===== src/hcb_pkg.sv =====
// ----------------------------------------------------------------------------
// Hill cipher block package
// Shared types, register codes and modulo-26 helper functions.
// ----------------------------------------------------------------------------
`default_nettype none

package hcb_pkg;

	localparam int LETTER_W         = 5;
	localparam int KEY_W            = 45;
	localparam int CFG_W            = 45;
	localparam int ORDER            = 3;
	localparam int MAX_RESULTS      = 3;
	localparam int SUM_W            = 11;
	localparam int OUT_DEPTH_DEFAULT = 8;
	localparam int SETTLE_CYCLES    = 6;

	localparam logic [4:0]  MODULUS   = 5'd26;
	localparam logic [11:0] RECIP_26  = 12'd2521;  // ceil(2^16 / 26)
	localparam logic [4:0]  PAD_RESET = 5'd23;
	localparam logic [1:0]  BSIZE_RESET = 2'd3;

	typedef logic [LETTER_W-1:0] letter_t;
	typedef logic [ORDER-1:0][ORDER-1:0][LETTER_W-1:0] matrix_t;

	typedef enum logic [1:0] {
		REG_KEY        = 2'd0,
		REG_BLOCK_SIZE = 2'd1,
		REG_DECRYPT    = 2'd2,
		REG_PAD        = 2'd3
	} cfg_reg_t;

	typedef struct packed {
		logic [LETTER_W-1:0] letter_in;
		logic                message_end;
	} in_t;

	typedef struct packed {
		logic [LETTER_W-1:0] letter_out;
		logic                block_end;
		logic                key_error;
	} out_t;

	typedef struct packed {
		logic busy;
		logic invertible;
	} derive_status_t;

	// Reduce a 5-bit value (0..31) into 0..25.
	function automatic letter_t mod26_small(input logic [4:0] x);
		return (x >= MODULUS) ? letter_t'(x - MODULUS) : x;
	endfunction

	// Reduce an 11-bit value modulo 26 by a reciprocal multiply and one correction.
	function automatic letter_t mod26(input logic [SUM_W-1:0] x);
		logic [22:0] prod;
		logic [6:0]  q;
		logic [11:0] qm;
		logic [11:0] r;
		prod = {12'd0, x} * {11'd0, RECIP_26};
		q    = prod[22:16];
		qm   = {5'd0, q} * {7'd0, MODULUS};
		r    = {1'b0, x} - qm;
		if (r >= {7'd0, MODULUS}) begin
			r = r - {7'd0, MODULUS};
		end
		return r[4:0];
	endfunction

	// (a - b) mod 26 for a, b already in 0..25.
	function automatic letter_t sub26(input letter_t a, input letter_t b);
		return (a >= b) ? letter_t'(a - b) : letter_t'(a + MODULUS - b);
	endfunction

	function automatic letter_t neg26(input letter_t a);
		return (a == '0) ? '0 : letter_t'(MODULUS - a);
	endfunction

	// Inverse of a unit modulo 26; zero for a non-unit.
	function automatic letter_t unit_inverse(input letter_t d);
		letter_t r;
		case (d)
			5'd1:    r = 5'd1;
			5'd3:    r = 5'd9;
			5'd5:    r = 5'd21;
			5'd7:    r = 5'd15;
			5'd9:    r = 5'd3;
			5'd11:   r = 5'd19;
			5'd15:   r = 5'd7;
			5'd17:   r = 5'd23;
			5'd19:   r = 5'd11;
			5'd21:   r = 5'd5;
			5'd23:   r = 5'd17;
			5'd25:   r = 5'd25;
			default: r = 5'd0;
		endcase
		return r;
	endfunction

	// Number of result words for one completed block.
	function automatic logic [1:0] block_words(input logic err, input logic n3);
		return err ? 2'd1 : (n3 ? 2'd3 : 2'd2);
	endfunction

endpackage

`default_nettype wire


===== src/hcb_result_fifo.sv =====
// ----------------------------------------------------------------------------
// Hill cipher result queue
// Takes up to three result words per cycle and delivers one per cycle while out_stall is low.
// ----------------------------------------------------------------------------
`default_nettype none

module hcb_result_fifo #(
	parameter int DEPTH = hcb_pkg::OUT_DEPTH_DEFAULT
) (
	input  wire                                       clk,
	input  wire                                       arst_n,
	input  wire [1:0]                                 push_n,
	input  hcb_pkg::out_t [hcb_pkg::MAX_RESULTS-1:0]  push_word,
	output logic                                      out_valid,
	input  wire                                       out_stall,
	output hcb_pkg::out_t                             out_word,
	output logic [$clog2(DEPTH+1)-1:0]                level
);
	import hcb_pkg::*;

	localparam int AW = $clog2(DEPTH);
	localparam int LW = $clog2(DEPTH + 1);

	out_t            mem [DEPTH];
	logic [AW-1:0]   wr_ptr_q, rd_ptr_q;
	logic [LW-1:0]   level_q;
	logic            pop;

	function automatic logic [AW-1:0] ptr_add(input logic [AW-1:0] p, input logic [1:0] n);
		logic [AW+1:0] s;
		s = (AW+2)'(p) + (AW+2)'(n);
		if (s >= (AW+2)'(DEPTH)) begin
			s = s - (AW+2)'(DEPTH);
		end
		return s[AW-1:0];
	endfunction

	assign pop       = out_valid && !out_stall;
	assign out_valid = (level_q != '0);
	assign out_word  = mem[rd_ptr_q];
	assign level     = level_q;

	always_ff @(posedge clk) begin
		for (int i = 0; i < MAX_RESULTS; i++) begin
			if (2'(i) < push_n) begin
				mem[ptr_add(wr_ptr_q, 2'(i))] <= push_word[i];
			end
		end
	end

	always_ff @(posedge clk or negedge arst_n) begin
		if (!arst_n) begin
			wr_ptr_q <= '0;
			rd_ptr_q <= '0;
			level_q  <= '0;
		end else begin
			wr_ptr_q <= ptr_add(wr_ptr_q, push_n);
			if (pop) begin
				rd_ptr_q <= ptr_add(rd_ptr_q, 2'd1);
			end
			level_q <= level_q + LW'(push_n) - LW'(pop);
		end
	end

endmodule

`default_nettype wire


===== config.mk =====
export PLATFORM = sky130hd
export DESIGN_NAME = hcb_result_fifo
export DESIGN_NICKNAME = d
export VERILOG_FILES = /design/src/hcb_pkg.sv /design/src/hcb_result_fifo.sv
export SDC_FILE = /design/constraint.sdc
export NUM_CORES = 1
export LEC_CHECK = 0
export BUFFER_PORTS_ARGS = -buffer_cell sky130_fd_sc_hd__buf_2
export CORE_ASPECT_RATIO = 0.9
export CORE_MARGIN = 2
export CORE_UTILIZATION = 45
export CTS_BUF_LIST = sky130_fd_sc_hd__clkbuf_4
export CTS_CLUSTER_SIZE = 25
export DETAILED_ROUTE_END_ITERATION = 10
export PLACE_DENSITY = 0.72
export SLEW_MARGIN = 20
export SYNTH_ARGS = -nofsm -noshare
export SYNTH_HDL_FRONTEND = slang
export SYNTH_SLANG_ARGS = --single-unit

===== constraint.sdc =====
create_clock -name clk -period 2.3 [get_ports clk]
set_input_delay 0.69 -clock clk [delete_from_list [all_inputs] [get_ports clk]]
set_output_delay 0.69 -clock clk [all_outputs]
set_load 0.05 [all_outputs]

# [After elaboration in Yosys (flattened, before gate mapping)]
# Memories as Yosys holds them, arrays and structs flattened.
# Cells that the tools add are included.
[word_totals] regBits=10 latchBits=0 ramBits=56 rom_bits=0 out_inout_bits=12 elab_cells=40 mem_count=1
[op_classes] addsub=11 n_mul=0 n_div=0 n_lt_le_gt_ge=8 n_eq_ne=0 n_shift=0 muxes=14 n_bitwise=0 n_reduce_logical=3
[mem_list] name="mem" depth=8 width=7 read_ports=1 rd_clocked_by_memory_dff=0 wr=3 line="hcb_result_fifo.sv:24" text="out_t mem [DEPTH];"
[ops] op="2-to-1 mux 3 bit" n=8
[ops] op=">= comparator 4 bit (second input constant)" n=4
[ops] op="subtractor 3 x 1 -> 3 bit (second input constant)" n=5
[ops] op="adder 3 x 1 -> 4 bit (second input constant)" n=2
[ops] op="2-to-1 mux 1 bit" n=6
[ops] op="adder 3 x 2 -> 4 bit" n=1
[ops] op="adder 3 x 2 -> 4 bit (second input constant)" n=1
[ops] op="adder 4 x 2 -> 4 bit" n=1
[ops] op=">= comparator 3 x 4 -> 1 bit (second input constant)" n=1
[ops] op="less-than comparator 1 x 2 -> 1 bit (first input constant)" n=2
[ops] op="nonzero test 4 bit" n=1
[ops] op="subtractor 4 x 1 -> 4 bit" n=1
[ops] op="less-than comparator 2 bit (first input constant)" n=1
[ops] op="logical AND 1 bit" n=1
[ops] op="logical NOT 1 bit" n=1

# [Logic depth before layout (Yosys ltp)]
# Gate-level depths: netlist of the first run.
[logic_depth] word_depth=4 mapped_depth=10

# [Worst setup path before layout of the first run]
# OpenSTA, ideal clock, no wires.
[synth_timing] kind="flip-flop to flip-flop" start="register level_q[2], in the netlist level[2]" end="register level_q[2], in the netlist level[2]" setup_ns=0.123 t_arrival_ns=2.266 t_required_ns=2.177 path_slack_ns=-0.088 stages_incl_launch_ff=11 path_buffers=0 cell_sequence="dfrtp_1 -> inv_1 -> ha_1 -> nor3b_1 -> nor2_1 -> ha_1 -> inv_1 -> ha_1 -> inv_1 -> fa_1 -> xnor2_1"
[synth_between] elab_chain_len=3 elab_cells_between_ends=4
[synth_rtl] item="start, declared" line="hcb_result_fifo.sv:26" text="logic [LW-1:0] level_q;"
[synth_rtl] item="start signal, assigned" line="hcb_result_fifo.sv:61" text="level_q <= level_q + LW'(push_n) - LW'(pop);"
[synth_rtl] item="nonzero test 4 bit" line="hcb_result_fifo.sv:39" text="assign out_valid = (level_q != '0);"
[synth_rtl] item="logical AND 1 bit" line="hcb_result_fifo.sv:38" text="assign pop = out_valid && !out_stall;"
[synth_rtl] item="via pop" line="hcb_result_fifo.sv:27" text="logic pop;"
[synth_rtl] item="subtractor 4 x 1 -> 4 bit" line="hcb_result_fifo.sv:61"
# The timed path passes the listed nets, and every way through them passes these cells.
# A chain may end at the register's enable or synchronous reset.

==> results.py, run 1 <==
metrics = {
    "logic_synthesis": {
        "synth_area_leaders": "edfxtp_1 (36%), mux4_1 (8.0%), a31oi_1 (7.6%), nor3_1 (6.1%), o21ai_0 (6.0%)",
        "synth_cell_types": 43,
        "synth-edff-count": 56,
        "synth_ff_type": "edfxtp_1",
        "netlist_instances": 470,
        "syn-cell-area_um2": 4610,
        "yosysTopAreaCell": "edfxtp_1",
        "synth_top_area_frac": 0.364,
        "synth_async_sr_flop_share": 0.152,
        "yosys_register_bits": 66,
        "ys_seq_area_frac": 0.419,
        "ys_warn_count": 0,
        "syn-mean-instance-area_um2": 9.82,
        "synth_nets": 507,
    },
    "cells_and_area": {
        "final_util": 0.519,
        "syn2layout_area_growth_pct": 13.8,
        "fillCellCount": 879,
        "antenna_cells": 0,
        "drive_gt1_frac": 0.255,
        "mostFrequentLayoutCell": "nand2_1",
        "fin_area_um2": 5250,
        "layout_common_cells": "nand2_1 (57), nor3_1 (56), a31oi_1 (56), edfxtp_1 (56), o21ai_0 (55)",
        "final_nets": 530,
        "multiInputGateArea_um2": 2350,
        "fin_cells": 627,
        "seqCellArea_um2": 1940,
    },
    "clocking": {
        "tritoncts": "done",
        "cts_hold_buf": 0,
        "cts_made_buffers": 9,
        "htree_levels": 3,
        "clkSlewWorstSetupHoldPaths_ns": 0.12,
        "cts_buffer_depth": 2,
        "clk_latency_ns": 0.40,
        "root_buffer": "clkbuf_4",
        "cts_sinks": 66,
    },
    "detailed_routing": {
        "drt-total-wl_mm": 12.5,
        "drc": 0,
        "drtIter0Drc": 767,
        "dr_total_vias": 3989,
        "postRouteAntennaNets": 0,
        "wire_per_inst_um": 19.9,
        "viasPerCell": 6.36,
        "firstDrtPassIters": 6,
    },
    "sta": {
        "skew_ns": 0.0143,
        "relSlewSlack": 0.679,
        "min_period_over_period": 1.14,
        "hold_viol": 0,
        "final.setup.tns_ns": -2.23,
        "setup_viol": 7,
        "worst_pin_slew_ns": 0.481,
        "fmax_mhz": 380,
        "worst_hold_slack_ns": 0.123,
        "rsz0062_at_grt": "true",
        "slew_viol_final": 0,
        "layout_setup_ws_ns": -0.329,
        "post-route-min-period_ns": 2.63,
    },
    "status": {
        "status": "finished, violations left",
        "violations": "setup timing",
    },
    "global_routing": {
        "grt_pass1_vias": 3513,
        "globalRouteOverflowTotal": 0,
        "antenna_found_initial": 0,
        "grt_util_all_layers": 0.226,
        "grt_max_degree": 61,
        "grt_pass1_wl_mm": 19.5,
    },
    "job": {
        "drv_cap": 0,
    },
    "floorplan": {
        "die-area_um2": 11100,
        "die_y_um": 100,
        "io_pins": 38,
        "initial_core_util": 0.456,
        "dieWidth_um": 111,
        "core_area_um2": 10100,
        "core.rowCount": 35,
    },
    "placed_design": {
        "dpl-instance-area_um2": 4990,
        "pre_cts_ws_ns": -0.0111,
        "place.gp.congestion": 0.936,
        "io_buffers": 37,
        "dp_cells": 610,
        "place_hpwl_mm": 9.46,
    },
    "critical_path": {
        "crit_fanout": 8,
        "critical_path_class": "reg2out",
        "start_kind": "register",
        "crit_required_ns": 1.61,
        "cp.arrival_ns": 1.94,
        "critPathLaunch": "rd_ptr_q[0]",
        "r2r_start": "level[2]",
        "worstSetupEndpointType": "primary output",
    },
    "min_path": {
        "hp-class": "in2async",
    },
    "power": {
        "vdd_drop_max_mv": 1.36,
        "power_density_nw_per_um2": 1660,
        "power.total_mw": 8.69,
        "leakage_nw": 1.83,
    },
}
## final timing paths
check                         endpoint  cells after the start  slack [ns]
setup reg to reg              level[2]                     10        0.12
min in group clk           rd_ptr_q[2]                      3        0.59
hold reg to reg            rd_ptr_q[0]                      2        0.65
max in group asynchronous  rd_ptr_q[0]                      1        1.95
setup / recovery           out_word[1]                      4       -0.33
hold / removal             wr_ptr_q[0]                      1        0.12
## timing repair
item | 4_1_cts | 5_1_grt
gates resized for setup | 48 | 2
buffers inserted | 0 | 1
cloned | 1 | 0
setup endpoints to repair | 9 | 37
## sequential cells by signal (all words and copies together) (netlist names)
register / cells
mem: 56
level: 4
wr_ptr_q: 3
rd_ptr_q: 3
## cell usage after synthesis (2+ instances only)
library cell  instances
or2_0                 4
ha_1                  9
o22ai_1               6
nor4bb_1              4
fa_1                  2
nand3b_1              3
a31oi_1              56
mux2_2                9
nand2_1              57
and4bb_2              3
buf_2                13
clkbuf_1             32
nor3b_1               2
a21o_1                2
buf_1                 8
o2bb2ai_1             2
and4_1                7
xnor2_1               2
and4b_1              14
xor2_1                3
o21ai_1               2
inv_1                16
nand3_1               2
nor3_1               56
clkbuf_2              2
mux4_1               14
or2_2                 4
o21ai_0              55
dfrtp_1              10
buf_6                 3
edfxtp_1             56
## routing by layer
metal,global-route usage,vias up,part of all wire
li1,-,1823,-
met1,0.344,1870,0.45
met2,0.342,271,0.44
met3,0.0435,25,0.10
met4,0.0433,0,0.012
met5,0,-,0
## cell type report
class / instances / area share
repair buffers: 72 / 0.110
clock inverters: 7 / 0.0195
multi-input cells: 328 / 0.447
well taps: 129 / 0.0307
flip-flops and latches: 66 / 0.369
inverters: 16 / 0.0114
clock buffers: 9 / 0.0129
## where the power goes
group          internal, mW  switching, mW
Combinational          2.25           3.19
Sequential             2.03          0.320
Clock                 0.452          0.441
Total                  4.74           3.95
## cell families after synthesis
kind of cell    Yosys count  share of synthesized area
fa+ha+maj                11                     0.0331
simple gates            161                      0.197
xor+xnor                  7                     0.0165
buf+inv                  76                     0.0751
compound gates          125                      0.156
mux                      24                      0.104
flops                    66                      0.419
## critical path, cell delays in order (launching register included)
cell and delay, ns:
dfrtp_2 0.44, buf_12 0.15, mux4_2 0.49, mux2_4 0.30
buf_8 0.15
(Power assumes the default switching activity.)
==> run 2, diff against run 1 <==
- CTS_BUF_LIST: sky130_fd_sc_hd__clkbuf_4 -> sky130_fd_sc_hd__clkbuf_4 sky130_fd_sc_hd__clkbuf_8
==> run 2 against run 1 <==
  * The flow still finishes with violations (setup timing)
  * Hold slack better by 0.078 ns
  * Register-to-register slack about the same
  * Highest routed layer unchanged
  * Sequential share of layout area down 0.43 points
  * First-iteration DRC count down 3.7%
  * Cell area up 1.2%
  * Clock skew down 0.0048 ns
  * Final cell count up 0.16%
  * Critical path depth unchanged
  * Core utilization up 0.61 points
==> results.py, run 2 (synthesis gave the netlist of run 1 again) <==
metrics = {
    "job": {
        "drv_cap": 0,
    },
    "sta": {
        "slew_viol_final": 0,
        "hold_viol": 0,
        "rsz0062_at_grt": "true",
        "min_period_over_period": 1.11,
        "post-route-min-period_ns": 2.55,
        "setup_viol": 7,
        "fmax_mhz": 392,
        "skew_ns": 0.00952,
        "relSlewSlack": 0.682,
        "final.setup.tns_ns": -1.69,
        "worst_pin_slew_ns": 0.476,
        "layout_setup_ws_ns": -0.252,
    },
    "detailed_routing": {
        "drc": 0,
        "viasPerCell": 6.24,
        "dr_total_vias": 3920,
        "firstDrtPassIters": 6,
        "wire_per_inst_um": 19.9,
        "postRouteAntennaNets": 0,
        "drt-total-wl_mm": 12.5,
        "drtIter0Drc": 739,
    },
    "clocking": {
        "cts_buffer_depth": 2,
        "clkSlewWorstSetupHoldPaths_ns": 0.08,
        "cts_made_buffers": 9,
        "tritoncts": "done",
        "clk_latency_ns": 0.34,
        "cts_sinks": 66,
        "cts_hold_buf": 0,
        "htree_levels": 3,
        "root_buffer": "clkbuf_8",
    },
    "placed_design": {
        "dp_cells": 610,
        "io_buffers": 37,
        "pre_cts_ws_ns": -0.0111,
        "place.gp.congestion": 0.936,
        "place_hpwl_mm": 9.46,
        "dpl-instance-area_um2": 4990,
    },
    "power": {
        "leakage_nw": 1.86,
        "power_density_nw_per_um2": 1670,
        "vdd_drop_max_mv": 1.30,
    },
    "floorplan": {
        "dieWidth_um": 111,
        "core_area_um2": 10100,
        "die_y_um": 100,
        "initial_core_util": 0.456,
        "io_pins": 38,
        "die-area_um2": 11100,
        "core.rowCount": 35,
    },
    "cells_and_area": {
        "fin_area_um2": 5310,
        "mostFrequentLayoutCell": "nand2_1",
        "largest-register": "mem",
        "antenna_cells": 0,
        "drive_gt1_frac": 0.257,
        "largest_register_ffs": 56,
        "final_nets": 531,
        "final_util": 0.525,
        "layout_common_cells": "nand2_1 (57), nor3_1 (56), a31oi_1 (56), edfxtp_1 (56), o21ai_0 (55)",
        "fin_cells": 628,
        "syn2layout_area_growth_pct": 15.1,
    },
    "critical_path": {
        "worstSetupEndpointType": "primary output",
        "critPathLaunch": "rd_ptr_q[0]",
        "crit_required_ns": 1.61,
        "crit_fanout": 8,
        "worstRegToRegCells": 10,
        "rrSetupSlack_ns": 0.13,
        "critical_path_class": "reg2out",
        "cp_cell_sequence": "buf_12 > mux4_2 > mux2_4 > buf_8",
        "r2r_end": "level[2]",
        "r2r_start": "level[2]",
        "slowest_delay_ns": 0.49,
        "start_kind": "register",
        "cp.arrival_ns": 1.86,
        "crit_slowest_cell": "mux4_2",
    },
    "status": {
        "violations": "setup timing",
        "status": "finished, violations left",
    },
    "global_routing": {
        "grt_pass1_wl_mm": 19.6,
        "grt_max_degree": 61,
        "globalRouteOverflowTotal": 0,
        "grt_pass1_vias": 3482,
        "antenna_found_initial": 0,
        "grt_util_all_layers": 0.227,
    },
    "min_path": {
        "hp-class": "in2async",
    },
}
-- run 2: through the flow --
| step | hold WS [ns] | total power, mW |
|---|---|---|
| 3_3_place_gp | 0.564 | 6.99 |
| 2_1_floorplan | 0.394 | 5.74 |
| 5_1_grt | 0.201 | 9.36 |
| 4_1_cts | 0.189 | 8.83 |
| 3_5_place_dp | 0.567 | 7.14 |
| 6_report | 0.201 | 8.89 |
-- run 2: area by class of cell --
class | count | area, um^2
clock buffers | 9 | 124
multi-input cells | 328 | 2350
clock inverters | 7 | 103
inverters | 16 | 60.1
well taps | 129 | 161
repair buffers | 73 | 581
flip-flops and latches | 66 | 1940
fillers | 873 | 4800
-- run 2: worst max path at each step --
| stage | to | slack [ns] | cells after the start |
|---|---|---|---|
| 4_1_cts | out_word[1] | -0.33 | 4 |
| 5_1_grt | out_word[1] | -0.34 | 4 |
| 2_1_floorplan | level[2] | 0.04 | 10 |
| 6_report | out_word[1] | -0.25 | 4 |
| 3_5_place_dp | out_word[1] | -0.01 | 4 |
| 3_3_place_gp | out_word[1] | 0.02 | 4 |
-- run 2: critical path: cells and delay by family (launching register included) --
kind	cells	cell delay [ns]
multiplexers	2	0.79
buffers and inverters	2	0.30
flip-flops	1	0.42
-- run 2: layer usage --
layer	track usage	vias to the layer above	wire length, um
met5	0	-	0
met4	0.0452	0	188
met3	0.0350	19	1200
met2	0.344	253	5410
met1	0.349	1826	5710
li1	-	1822	-
-- run 2: timing repair --
| action | 4_1_cts | 5_1_grt |
|---|---|---|
| gates cloned | 1 | 0 |
| buffers inserted | 0 | 1 |
| gates resized for setup | 46 | 3 |
| endpoints found under the setup margin | 9 | 40 |
-- run 2: report_power, final --
group / leakage [nW] / internal, mW / total (mW) / switching [mW]
Clock: 0.115 / 0.621 / 1.08 / 0.457
Sequential: 0.632 / 2.04 / 2.36 / 0.320
Combinational: 1.11 / 2.26 / 5.46 / 3.20
Total: 1.86 / 4.92 / 8.89 / 3.98
